==> src/design/lfucp_pkg.sv <==
`default_nettype none
// ---------------------------------------------------------------------------
// lfucp_pkg
// Shared types and constants for the LFU size cache policy block.
// ---------------------------------------------------------------------------
package lfucp_pkg;

    localparam int KEY_W  = 16;
    localparam int USE_W  = 16;
    localparam int SLOT_W = 3;

    localparam logic [USE_W-1:0] USE_LIMIT = 16'd65000;
    localparam logic [USE_W-1:0] USE_NEW   = 16'd1;

    typedef enum logic [1:0] {
        S_IDLE,
        S_SCAN,
        S_DRAIN,
        S_UPDATE
    } t_state;

endpackage
`default_nettype wire

==> src/design/lfucp_if.sv <==
`default_nettype none
// ---------------------------------------------------------------------------
// lfucp_req_if / lfucp_rsp_if
// Valid/ready channels for lookup requests and their results.
// ---------------------------------------------------------------------------
interface lfucp_req_if
    import lfucp_pkg::*;
();
    logic             valid;
    logic             ready;
    logic [KEY_W-1:0] key_size;

    modport source (output valid, output key_size, input ready);
    modport sink   (input valid, input key_size, output ready);
endinterface

interface lfucp_rsp_if
    import lfucp_pkg::*;
();
    logic              valid;
    logic              ready;
    logic              hit;
    logic              cached;
    logic [SLOT_W-1:0] slot;
    logic              evicted;
    logic [KEY_W-1:0]  evicted_key;
    logic [USE_W-1:0]  use_count;

    modport source (output valid, output hit, output cached, output slot,
                    output evicted, output evicted_key, output use_count,
                    input ready);
    modport sink   (input valid, input hit, input cached, input slot,
                    input evicted, input evicted_key, input use_count,
                    output ready);
endinterface
`default_nettype wire

==> src/design/lfucp_ram.sv <==
`default_nettype none
// ---------------------------------------------------------------------------
// lfucp_ram
// Generic single-write, single-read RAM with registered read data.
// ---------------------------------------------------------------------------
module lfucp_ram #(
    parameter int WIDTH = 32,
    parameter int DEPTH = 8,
    localparam int AW   = (DEPTH > 1) ? $clog2(DEPTH) : 1
) (
    input  wire logic             i_clk,
    input  wire logic             i_wr_en,
    input  wire logic [AW-1:0]    i_wr_addr,
    input  wire logic [WIDTH-1:0] i_wr_data,
    input  wire logic             i_rd_en,
    input  wire logic [AW-1:0]    i_rd_addr,
    output logic      [WIDTH-1:0] o_rd_data
);

    logic [WIDTH-1:0] r_mem [DEPTH];

    always_ff @(posedge i_clk) begin
        if (i_wr_en) begin
            r_mem[i_wr_addr] <= i_wr_data;
        end
        if (i_rd_en) begin
            o_rd_data <= r_mem[i_rd_addr];
        end
    end

endmodule
`default_nettype wire

==> src/design/lfu_size_cache_policy.sv <==
`default_nettype none
// ---------------------------------------------------------------------------
// lfu_size_cache_policy
// Fully associative LFU cache policy keyed by a 16-bit size. Slot keys and
// use counts sit in one RAM; each request scans every slot, then writes back.
//
//   channel | dir | payload
//   i_req   | in  | key_size
//   o_rsp   | out | hit, cached, slot, evicted, evicted_key, use_count
//
// A request runs from the accept through one read per slot over the single RAM
// read port, a drain step for the last read data and the write-back step, then
// returns to idle. The result is registered in the write-back step. One request
// is in flight at a time, so no RAM access overlaps another.
// Reset clears per-slot valid bits at once; no clearing pass is needed.
// A result waits in the output register; the next request is accepted
// meanwhile and holds in the write-back step until the register is free.
// ---------------------------------------------------------------------------
module lfu_size_cache_policy
    import lfucp_pkg::*;
#(
    parameter int ENTRIES = 8
) (
    input wire logic  i_clk,
    input wire logic  i_rst_n,
    lfucp_req_if.sink   i_req,
    lfucp_rsp_if.source o_rsp
);

    localparam int IW = (ENTRIES > 1) ? $clog2(ENTRIES) : 1;
    localparam int DW = KEY_W + USE_W;
    localparam logic [IW-1:0] LAST_IDX = IW'(ENTRIES - 1);

    t_state r_state, n_state;

    logic [IW-1:0]    r_idx;
    logic             r_cmp_vld;
    logic [IW-1:0]    r_cmp_idx;
    logic             r_rd_valid;
    logic [ENTRIES-1:0] r_valid;
    logic [KEY_W-1:0] r_key;

    logic             r_found;
    logic [IW-1:0]    r_found_idx;
    logic [USE_W-1:0] r_found_uses;
    logic             r_free;
    logic [IW-1:0]    r_free_idx;
    logic [IW-1:0]    r_min_idx;
    logic [USE_W-1:0] r_low_uses;
    logic [KEY_W-1:0] r_min_key;

    logic              r_rsp_vld;
    logic              r_hit, r_cached, r_evicted;
    logic [SLOT_W-1:0] r_slot;
    logic [KEY_W-1:0]  r_ev_key;
    logic [USE_W-1:0]  r_use;

    logic              n_hit, n_cached, n_evicted;
    logic [IW-1:0]     n_slot_idx;
    logic [KEY_W-1:0]  n_ev_key;
    logic [USE_W-1:0]  n_use;

    logic [DW-1:0]     w_rd_data;
    logic [KEY_W-1:0]  w_rd_key;
    logic [USE_W-1:0]  w_rd_uses;
    logic              w_rd_en;
    logic              w_wr_en;
    logic [IW-1:0]     w_wr_addr;
    logic [DW-1:0]     w_wr_data;
    logic              w_out_free;
    logic              w_accept;
    logic [USE_W:0]    w_inc;
    logic [USE_W-1:0]  w_sat;
    logic [IW+SLOT_W-1:0] w_slot_wide;

    lfucp_ram #(
        .WIDTH (DW),
        .DEPTH (ENTRIES)
    ) u_ram (
        .i_clk     (i_clk),
        .i_wr_en   (w_wr_en),
        .i_wr_addr (w_wr_addr),
        .i_wr_data (w_wr_data),
        .i_rd_en   (w_rd_en),
        .i_rd_addr (r_idx),
        .o_rd_data (w_rd_data)
    );

    assign i_req.ready = (r_state == S_IDLE);
    assign w_accept    = i_req.valid && i_req.ready;
    assign w_out_free  = !r_rsp_vld || o_rsp.ready;
    assign w_rd_en     = (r_state == S_SCAN);

    // never-written slots read as free
    assign w_rd_key  = r_rd_valid ? w_rd_data[DW-1:USE_W] : '0;
    assign w_rd_uses = r_rd_valid ? w_rd_data[USE_W-1:0] : '0;

    assign w_inc = {1'b0, r_found_uses} + {{USE_W{1'b0}}, 1'b1};
    assign w_sat = (w_inc > {1'b0, USE_LIMIT}) ? USE_LIMIT : w_inc[USE_W-1:0];

    always_comb begin
        n_state    = r_state;
        w_wr_en    = 1'b0;
        w_wr_addr  = r_found_idx;
        w_wr_data  = {r_key, USE_NEW};
        n_hit      = 1'b0;
        n_cached   = 1'b0;
        n_evicted  = 1'b0;
        n_slot_idx = '0;
        n_ev_key   = '0;
        n_use      = '0;

        if (r_key != '0) begin
            if (r_found) begin
                n_hit      = 1'b1;
                n_cached   = 1'b1;
                n_slot_idx = r_found_idx;
                n_use      = w_sat;
                w_wr_addr  = r_found_idx;
                w_wr_data  = {r_key, w_sat};
            end else if (r_free) begin
                n_cached   = 1'b1;
                n_slot_idx = r_free_idx;
                n_use      = USE_NEW;
                w_wr_addr  = r_free_idx;
            end else if (r_low_uses >= USE_NEW) begin
                n_cached   = 1'b1;
                n_evicted  = 1'b1;
                n_slot_idx = r_min_idx;
                n_ev_key   = r_min_key;
                n_use      = USE_NEW;
                w_wr_addr  = r_min_idx;
            end else begin
                n_use      = USE_NEW;
            end
        end

        case (r_state)
            S_IDLE: begin
                if (w_accept) begin
                    n_state = S_SCAN;
                end
            end
            S_SCAN: begin
                if (r_idx == LAST_IDX) begin
                    n_state = S_DRAIN;
                end
            end
            S_DRAIN: begin
                n_state = S_UPDATE;
            end
            S_UPDATE: begin
                if (w_out_free) begin
                    w_wr_en = n_cached;
                    n_state = S_IDLE;
                end
            end
            default: begin
                n_state = S_IDLE;
            end
        endcase
    end

    assign w_slot_wide = {{SLOT_W{1'b0}}, n_slot_idx};

    always_ff @(posedge i_clk) begin
        if (!i_rst_n) begin
            r_state   <= S_IDLE;
            r_cmp_vld <= 1'b0;
            r_valid   <= '0;
            r_rsp_vld <= 1'b0;
            r_found   <= 1'b0;
            r_free    <= 1'b0;
            r_idx     <= '0;
        end else begin
            r_state   <= n_state;
            r_cmp_vld <= w_rd_en;
            if (w_accept) begin
                r_idx   <= '0;
                r_found <= 1'b0;
                r_free  <= 1'b0;
            end else if (w_rd_en) begin
                r_idx <= r_idx + 1'b1;
            end
            if (r_cmp_vld) begin
                if (w_rd_key == r_key) begin
                    r_found <= 1'b1;
                end
                if (w_rd_key == '0) begin
                    r_free <= 1'b1;
                end
            end
            if (w_wr_en) begin
                r_valid[w_wr_addr] <= 1'b1;
            end
            if (r_state == S_UPDATE && w_out_free) begin
                r_rsp_vld <= 1'b1;
            end else if (o_rsp.ready) begin
                r_rsp_vld <= 1'b0;
            end
        end
    end

    always_ff @(posedge i_clk) begin
        if (w_accept) begin
            r_key <= i_req.key_size;
        end
        if (w_rd_en) begin
            r_cmp_idx  <= r_idx;
            r_rd_valid <= r_valid[r_idx];
        end
        if (r_cmp_vld) begin
            // highest matching slot wins
            if (w_rd_key == r_key) begin
                r_found_idx  <= r_cmp_idx;
                r_found_uses <= w_rd_uses;
            end
            if (w_rd_key == '0 && !r_free) begin
                r_free_idx <= r_cmp_idx;
            end
            if (r_cmp_idx == '0 || w_rd_uses < r_low_uses) begin
                r_min_idx  <= r_cmp_idx;
                r_low_uses <= w_rd_uses;
                r_min_key  <= w_rd_key;
            end
        end
        if (r_state == S_UPDATE && w_out_free) begin
            r_hit     <= n_hit;
            r_cached  <= n_cached;
            r_evicted <= n_evicted;
            r_slot    <= w_slot_wide[SLOT_W-1:0];
            r_ev_key  <= n_ev_key;
            r_use     <= n_use;
        end
    end

    assign o_rsp.valid       = r_rsp_vld;
    assign o_rsp.hit         = r_hit;
    assign o_rsp.cached      = r_cached;
    assign o_rsp.slot        = r_slot;
    assign o_rsp.evicted     = r_evicted;
    assign o_rsp.evicted_key = r_ev_key;
    assign o_rsp.use_count   = r_use;

`ifndef NO_ASSERTIONS
    a_wr_only_update: assert property (@(posedge i_clk) disable iff (!i_rst_n)
        w_wr_en |-> (r_state == S_UPDATE))
        else $error("RAM write outside write-back step");

    a_accept_scan: assert property (@(posedge i_clk) disable iff (!i_rst_n)
        w_accept |=> (r_state == S_SCAN) && (r_idx == '0))
        else $error("accepted request did not start a scan");

    a_evict_full: assert property (@(posedge i_clk) disable iff (!i_rst_n)
        (r_state == S_UPDATE) && w_wr_en && n_evicted |-> !r_free && !r_found)
        else $error("eviction with a free or matching slot");

    a_use_limit: assert property (@(posedge i_clk) disable iff (!i_rst_n)
        r_rsp_vld |-> (r_use <= USE_LIMIT) && (!r_hit || r_cached))
        else $error("result use count or hit flag inconsistent");
`endif

endmodule
`default_nettype wire
==> src/flat_wrapper.sv <==
// flat-port wrapper written by rule: the top's interface ports become plain ports
module lfu_size_cache_policy_flat import lfucp_pkg::*;
#(
    parameter int ENTRIES = 8
)
  (i_clk, i_rst_n, i_req_valid, i_req_key_size, i_req_ready, o_rsp_valid, o_rsp_hit, o_rsp_cached, o_rsp_slot, o_rsp_evicted, o_rsp_evicted_key, o_rsp_use_count, o_rsp_ready);
  lfucp_req_if i_req_i ();
  lfucp_rsp_if o_rsp_i ();
  input wire logic i_clk;
  input wire logic i_rst_n;
  input wire logic [$bits(i_req_i.valid)-1:0] i_req_valid;
  input wire logic [$bits(i_req_i.key_size)-1:0] i_req_key_size;
  output wire logic [$bits(i_req_i.ready)-1:0] i_req_ready;
  output wire logic [$bits(o_rsp_i.valid)-1:0] o_rsp_valid;
  output wire logic [$bits(o_rsp_i.hit)-1:0] o_rsp_hit;
  output wire logic [$bits(o_rsp_i.cached)-1:0] o_rsp_cached;
  output wire logic [$bits(o_rsp_i.slot)-1:0] o_rsp_slot;
  output wire logic [$bits(o_rsp_i.evicted)-1:0] o_rsp_evicted;
  output wire logic [$bits(o_rsp_i.evicted_key)-1:0] o_rsp_evicted_key;
  output wire logic [$bits(o_rsp_i.use_count)-1:0] o_rsp_use_count;
  input wire logic [$bits(o_rsp_i.ready)-1:0] o_rsp_ready;
  assign i_req_i.valid = i_req_valid;
  assign i_req_i.key_size = i_req_key_size;
  assign i_req_ready = i_req_i.ready;
  assign o_rsp_valid = o_rsp_i.valid;
  assign o_rsp_hit = o_rsp_i.hit;
  assign o_rsp_cached = o_rsp_i.cached;
  assign o_rsp_slot = o_rsp_i.slot;
  assign o_rsp_evicted = o_rsp_i.evicted;
  assign o_rsp_evicted_key = o_rsp_i.evicted_key;
  assign o_rsp_use_count = o_rsp_i.use_count;
  assign o_rsp_i.ready = o_rsp_ready;
  lfu_size_cache_policy #(.ENTRIES(ENTRIES)) u_core (.i_clk(i_clk), .i_rst_n(i_rst_n), .i_req(i_req_i), .o_rsp(o_rsp_i));
endmodule
==> config.mk <==
export PLATFORM = sky130hd
export DESIGN_NAME = lfu_size_cache_policy_flat
export DESIGN_NICKNAME = d
export VERILOG_FILES = /design/src/design/lfucp_pkg.sv /design/src/design/lfucp_if.sv /design/src/design/lfucp_ram.sv /design/src/design/lfu_size_cache_policy.sv /design/src/flat_wrapper.sv
export SDC_FILE = /design/constraint.sdc
export NUM_CORES = 1
export LEC_CHECK = 0
export BUFFER_PORTS_ARGS = -buffer_cell sky130_fd_sc_hd__buf_2
export CAP_MARGIN = 0
export CORE_MARGIN = 3
export CORE_UTILIZATION = 61
export DETAILED_ROUTE_END_ITERATION = 6
export PLACE_DENSITY = 0.79
export SETUP_SLACK_MARGIN = 0.15
export SYNTH_ARGS = -nofsm -noshare
export SYNTH_HDL_FRONTEND = slang
export SYNTH_HIERARCHICAL = 1
export SYNTH_SLANG_ARGS = --single-unit
==> constraint.sdc <==
create_clock -name i_clk -period 14.76 [get_ports i_clk]
set_input_delay 2.214 -clock i_clk [delete_from_list [all_inputs] [get_ports i_clk]]
set_output_delay 2.214 -clock i_clk [all_outputs]
set_load 0.01 [all_outputs]
==> flow_metrics.py, run 1 <==
metrics = {
    "finish": {
        "antenna_cells": 0,
        "final_area_sq_um": 19000,
        "layout_common_cells": "edfxtp_1, buf_2, and2_1",
        "drive_gt1_share_pct": 20.5,
        "areaGrowthSynthToFinish_pct": 11.6,
        "nets": 1038,
        "final_common_cell": "edfxtp_1",
    },
    "synth": {
        "synth_edf_count": 403,
        "synth_adder_area_share_pct": 1.69,
        "ys_seq_elements": 420,
        "synth_compound_area_share_pct": 4.00,
        "synthFlopType": "edfxtp_1",
        "synth-async-reset-ratio_pct": 0,
        "synthSimpleGateAreaFrac_pct": 6.38,
        "synth_xor_area_share_pct": 0.924,
        "synth_cell_types": 71,
        "postSynthCellCount": 921,
        "synth_area_sq_um": 17100,
        "yosysWarnings": 6,
        "muxShareOfSynthArea_pct": 11.9,
        "post_synth.cell_area_avg_sq_um": 18.5,
        "synth_top_family_by_area": "multiplexers",
        "postSynthNetCount": 964,
        "seq_area_frac_synth_pct": 72.9,
    },
    "place": {
        "dpl.hpwl_microns": 19300,
        "port_buffers": 59,
        "place_ws_ns": 9.56,
        "gp_congestion": 0.916,
        "dpl_cell_area_sq_um": 17700,
    },
    "route": {
        "firstDrtPassIters": 6,
        "ant_nets": 0,
        "avgViaCountPerCell": 6.33,
        "drt-initial-drc-count": 998,
        "avgRoutedWirePerCell_microns": 23.5,
        "drt-total-wl_microns": 32900,
        "num_vias": 8848,
        "drc": 0,
    },
    "clocking": {
        "post_cts_buffers": 0,
        "clkLatencyLatePin_ns": 0.53,
        "htree_levels": 2,
        "cts_buffers": 42,
        "cts_tree": "yes",
        "postCtsHoldBufs": 0,
        "clkSinkCount": 420,
        "path_clk_slew_ns": 0.06,
        "cts_buffer_depth": 3,
        "cts_resized": 0,
        "cts_root_buf": "clkbuf_16",
    },
    "sta": {
        "finClkSkew_ns": 0.0177,
        "fin_crit_ns": 4.71,
        "hold_slack_ns": 0.459,
        "report.final.hold_viol_count": 0,
        "fin_crit_sh_pct": 31.9,
        "maxSlewHeadroom_pct": 18.8,
        "fmax_ghz": 0.212,
        "worstMarginPinSlew_ns": 1.21,
        "slew_violations": 0,
        "setup_slack_ns": 10.05,
        "finalSetupViolCount": 0,
        "tns_ns": 0,
        "rsz0062_at_grt": "no",
    },
    "floorplan": {
        "die_w_microns": 173,
        "core.rowCount": 60,
        "pin_count": 60,
        "die-area_sq_um": 30000,
        "initial_core_util_pct": 62.6,
        "core-area_sq_um": 27300,
        "die_h_microns": 173,
    },
    "setup_path": {
        "path_class": "in -> reg",
        "slowest_stage": "nor2_4",
        "cpPeakStageDelay_ns": 1.01,
        "path_cells": "buf_2 -> nor2b_1 -> nor2b_4 -> and2_1 -> nand2_1 -> nor2_4",
        "crit_path_end_kind": "register",
        "cp_max_fo": 39,
        "start_kind": "input pin",
        "critPathRequiredTime_ns": 14.89,
        "critical_path_arrival_ns": 4.84,
    },
    "power": {
        "p_leak_nw": 6.60,
        "p_per_area_nw_per_um2": 155,
        "vdd_drop_max_uv": 90.1,
    },
    "global_routing": {
        "grt_pass1_wl_microns": 50700,
        "grt_pass1_vias": 8640,
        "antenna_found_initial": 1,
        "overflow": 0,
        "grt_usage_pct": 22.1,
        "grt_max_degree": 69,
    },
    "outcome": {
        "status": "complete, no violations",
    },
    "hold_path": {
        "hold_path.class": "reg -> reg",
    },
    "job": {
        "maxCapViolations": 0,
    },
}
cells in the mapped netlist (3+ instances only):
cell	instances	area, sq um
edfxtp_1	403	12100
buf_2	8	40.0
nor2b_1	6	37.5
and2_1	48	300
a21oi_1	24	120
a22oi_1	5	37.5
clkbuf_1	15	56.3
o32ai_1	3	26.3
buf_6	9	101
a221o_1	5	50.1
nand2b_1	4	25.0
nor3_1	15	75.1
dfxtp_1	17	340
o21ai_0	15	75.1
ha_1	23	288
mux2i_1	3	30.0
o22ai_1	6	37.5
buf_1	3	11.3
o221ai_1	3	26.3
mux4_1	40	1050
nand4_1	6	37.5
a32o_1	4	40.0
o31ai_1	4	30.0
nand2_1	36	135
nand3_1	10	50.1
nor2_1	20	75.1
nand3b_1	3	22.5
xor2_1	8	70.1
nor3b_1	4	30.0
inv_1	39	146
xnor2_1	10	87.6
nor4_1	14	87.6
mux2_2	33	372
mux4_2	26	586
through the flow:
step / util [%] / std cells / total power [mW]
after global routing: 69.9 / 1398 / 3.07
after CTS: 69.9 / 1398 / 2.98
after floorplan: - / 921 / 1.84
after global placement: 65.1 / 1323 / 1.95
final: 69.9 / 1398 / 2.96
after detailed placement: 65.1 / 1323 / 1.97
path summary, 6_finish.rpt:
check / from / to / depth (start not counted) / slack, ns
worst max-delay path: o_rsp_ready / u_core/u_ram/r_mem[5][13] / 6 / 10.05
worst max register to register: u_core/r_key[9] / u_core/u_ram/r_mem[1][18] / 6 / 10.46
worst min-delay path: u_core/r_valid[7] / u_core/r_valid[7] / 2 / 0.46
worst min register to register: u_core/r_valid[7] / u_core/r_valid[7] / 2 / 0.46
worst max-delay path, delay by kind of cell:
family	cells	cell delay [ns]
and+or+nand+nor	5	2.51
buffers and inverters	1	0.08
layer usage:
metal | GRT usage [%] | vias to the layer above | share of wire (%)
li1 | - | 3866 | -
met2 | 34.2 | 442 | 48
met4 | 6.45 | 0 | 2.3
met5 | 0 | - | 0
met1 | 32.7 | 4475 | 41
met3 | 4.34 | 65 | 9.2
registers in the layout (all words and copies together), names as in the netlist, 8 cells and up:
name / count
u_core/r_found_uses: 16
u_core/o_rsp.evicted_key: 16
u_core/r_valid: 8
u_core/o_rsp.use_count: 16
u_core/r_key: 16
u_core/u_ram/r_mem: 256
u_core/r_low_uses: 16
u_core/r_min_key: 16
u_core/u_ram/o_rd_data: 32
final cells by class:
| class | instances | area [sq um] |
|---|---|---|
| sequential | 420 | 12400 |
| multi-input combinational | 426 | 4320 |
| tap | 372 | 465 |
| inverter | 39 | 146 |
| fill | 1650 | 8210 |
| clock buffer | 49 | 1080 |
| clock inverter | 26 | 236 |
| timing repair buffer | 66 | 348 |
cell families (layout without fill, tap and decap cells):
logic type,count (synthesis),after routing
muxes,102,102
DFF,420,420
and+or+nand+nor,186,186
xor gates and xnor gates,18,18
adders and majority gates,23,23
AOI/OAI and AO/OA,97,97
buffers and inverters,75,180
report_power, final:
group	switching (mW)	internal, mW	leakage, nW
Sequential	0.102	1.46	4.02
Combinational	0.225	0.160	1.94
Clock	0.414	0.592	0.641
Total	0.741	2.22	6.60
No activity file was read; power rests on OpenSTA's default activity.
==> inputs of run 2 (changes only) <==
Settings changed: ABC_AREA set to 1, PLACE_DENSITY 0.79 to 0.78.
Clock period 14.76 ns to 4.5 ns, I/O delays scaled along.
==> run 2 against run 1 <==
  * First-iteration DRC count increased by 80%
  * Global-route usage increased by 3.3 points
  * Utilization hardly changed
  * Non-clock buffer count rose by 16
  * Critical endpoint is now u_core/u_ram/r_mem[0][16]
  * Highest routed layer unchanged
==> flow_metrics.py, run 2 <==
metrics = {
    "synth": {
        "synth_adder_area_share_pct": 1.54,
        "netlist.area_leader.share_pct": 64.6,
        "synth_area_leaders": "edfxtp_1, nand2_1, inv_1",
        "synth-async-reset-ratio_pct": 0,
        "synth_top_family_by_area": "simple AND/OR/NAND/NOR gates",
        "postSynthCellCount": 1852,
        "post_synth.cell_area_avg_sq_um": 10.1,
        "seq_area_frac_synth_pct": 66.4,
        "yosysWarnings": 6,
        "ys_seq_elements": 420,
        "synth.most_common_cell": "nand2_1",
        "synth_top_area_cell": "edfxtp_1",
        "postSynthNetCount": 1895,
        "synth_compound_area_share_pct": 1.41,
        "muxShareOfSynthArea_pct": 0,
        "synth_common_cells": "nand2_1, inv_1, edfxtp_1",
        "synth_xor_area_share_pct": 0.374,
        "synthFlopType": "edfxtp_1",
        "synthSimpleGateAreaFrac_pct": 20.2,
        "synth_edf_count": 403,
        "synth_cell_types": 41,
        "synth_area_sq_um": 18700,
    },
    "finish": {
        "final_common_cell": "nand2_1",
        "regMostFlops": "u_core/u_ram/r_mem",
        "fill_cells": 2050,
        "layout_common_cells": "nand2_1, inv_1, edfxtp_1",
        "multi_input_area_sq_um": 4490,
        "seqCellArea_sq_um": 12400,
        "largestRegisters": "u_core/u_ram/r_mem (256), u_core/u_ram/o_rd_data (32)",
        "drive_gt1_share_pct": 10.3,
        "areaGrowthSynthToFinish_pct": 11.7,
        "nets": 1962,
        "antenna_cells": 0,
        "largest_reg_flops": 256,
    },
    "floorplan": {
        "die_h_microns": 181,
        "die_w_microns": 181,
        "core-area_sq_um": 30000,
        "die-area_sq_um": 32900,
        "core.rowCount": 63,
        "initial_core_util_pct": 62.6,
        "pin_count": 60,
    },
    "place": {
        "place_ws_ns": 1.15,
        "port_buffers": 59,
        "gp_congestion": 0.951,
        "dpl.hpwl_microns": 25800,
    },
    "setup_path": {
        "cp_common_cell": "nand2_1",
        "path_class": "reg -> reg",
        "critPathRequiredTime_ns": 4.71,
        "worstReg2RegStart": "u_core/r_key[2]",
        "critPathLaunch": "u_core/r_key[2]",
        "cpPeakStageDelay_ns": 0.59,
        "crit_path_end_kind": "register",
        "cp_max_fo": 17,
        "path_cells": "nor2_1 -> nand2_1 -> nor2_1 -> nand2_1 -> nand2_1 -> nor2_1 -> inv_1 -> nand3_1 -> inv_1 -> nand2_1 -> nor2_4 -> buf_4",
        "slowest_stage": "nor2_4",
        "reg2regPathDepth": 12,
        "critical_path_arrival_ns": 3.70,
        "start_kind": "register",
    },
    "clocking": {
        "cts_buffers": 42,
        "cts_root_buf": "clkbuf_16",
        "cts_buffer_depth": 3,
        "htree_levels": 2,
        "cts_tree": "yes",
        "cts_resized": 0,
        "post_cts_buffers": 0,
        "clkSinkCount": 420,
        "path_clk_slew_ns": 0.06,
        "postCtsHoldBufs": 0,
        "clkLatencyLatePin_ns": 0.53,
    },
    "sta": {
        "report.final.hold_viol_count": 0,
        "maxSlewHeadroom_pct": 30.8,
        "fin_crit_ns": 3.49,
        "finClkSkew_ns": 0.0139,
        "setup_slack_ns": 1.01,
        "fin_crit_sh_pct": 77.5,
        "hold_slack_ns": 0.321,
        "slew_violations": 0,
        "worstMarginPinSlew_ns": 1.03,
        "tns_ns": 0,
        "rsz0062_at_grt": "no",
        "fmax_ghz": 0.287,
        "finalSetupViolCount": 0,
    },
    "route": {
        "drt-total-wl_microns": 42500,
        "avgRoutedWirePerCell_microns": 18.1,
        "ant_nets": 0,
        "num_vias": 12802,
        "avgViaCountPerCell": 5.47,
        "drc": 0,
        "drt-initial-drc-count": 1801,
        "firstDrtPassIters": 7,
    },
    "power": {
        "p_leak_nw": 9.48,
        "vdd_drop_max_uv": 402,
        "p_per_area_nw_per_um2": 501,
    },
    "job": {
        "maxCapViolations": 0,
    },
    "global_routing": {
        "antenna_found_initial": 0,
        "grt_pass1_wl_microns": 65600,
        "grt_max_degree": 81,
        "grt_usage_pct": 25.4,
        "grt_pass1_vias": 12455,
        "overflow": 0,
    },
    "hold_path": {
        "min_from": "i_req_key_size[12]",
        "min_path_cells": 1,
        "hold_path.class": "in -> reg",
    },
    "outcome": {
        "status": "complete, no violations",
    },
}
run 2: worst paths after layout:
kind / endpoint / slack [ns]
worst min-delay path: u_core/r_key[12] / 0.32
worst max-delay path: u_core/u_ram/r_mem[0][16] / 1.01
worst max register to register: u_core/u_ram/r_mem[0][16] / 1.01
worst min register to register: u_core/r_valid[4] / 0.45
run 2: kinds of logic (layout without fill, tap and decap cells):
group	after synthesis	after routing
flops	420	420
simple gates	887	887
fa+ha+maj	23	23
compound gates	48	48
buf+inv	466	565
xor+xnor	8	8
run 2: final cells by class:
cell class | count | share of cell area [%]
flip-flops and latches | 420 | 59.5
multi-input cells | 966 | 21.5
inverters | 407 | 7.31
clock buffers | 48 | 5.23
well taps | 390 | 2.33
repair buffers | 82 | 2.30
clock inverters | 28 | 1.90
run 2: where the power goes:
group	total [mW]	switching (mW)	internal [mW]
combinational	1.67	1.21	0.458
sequential	5.05	0.253	4.79
clock	3.76	1.43	2.32
run 2: metrics by stage:
step	cell area [sq um]	power [mW]	instances	utilization, %
6_report	20900	10.5	2341	69.9
5_1_grt	20900	10.9	2341	69.9
4_1_cts	20900	10.5	2341	69.9
3_5_place_dp	19400	6.75	2265	64.9
3_3_place_gp	19400	6.67	2265	64.9
2_1_floorplan	18700	6.22	1852	-
run 2: critical path: cells and delay by family (launching register included):
kind / cells / cell delay, ns
buf+inv: 3 / 0.54
simple gates: 9 / 2.05
flops: 1 / 0.54
run 2: per-layer routing:
metal  up-vias  wire (microns)  GRT usage, %
met5         -               0             0
met4         0             862          6.95
met3        91            4320          4.07
met2       707           20600          42.3
met1      5988           16600          35.1
li1       6016               -             -
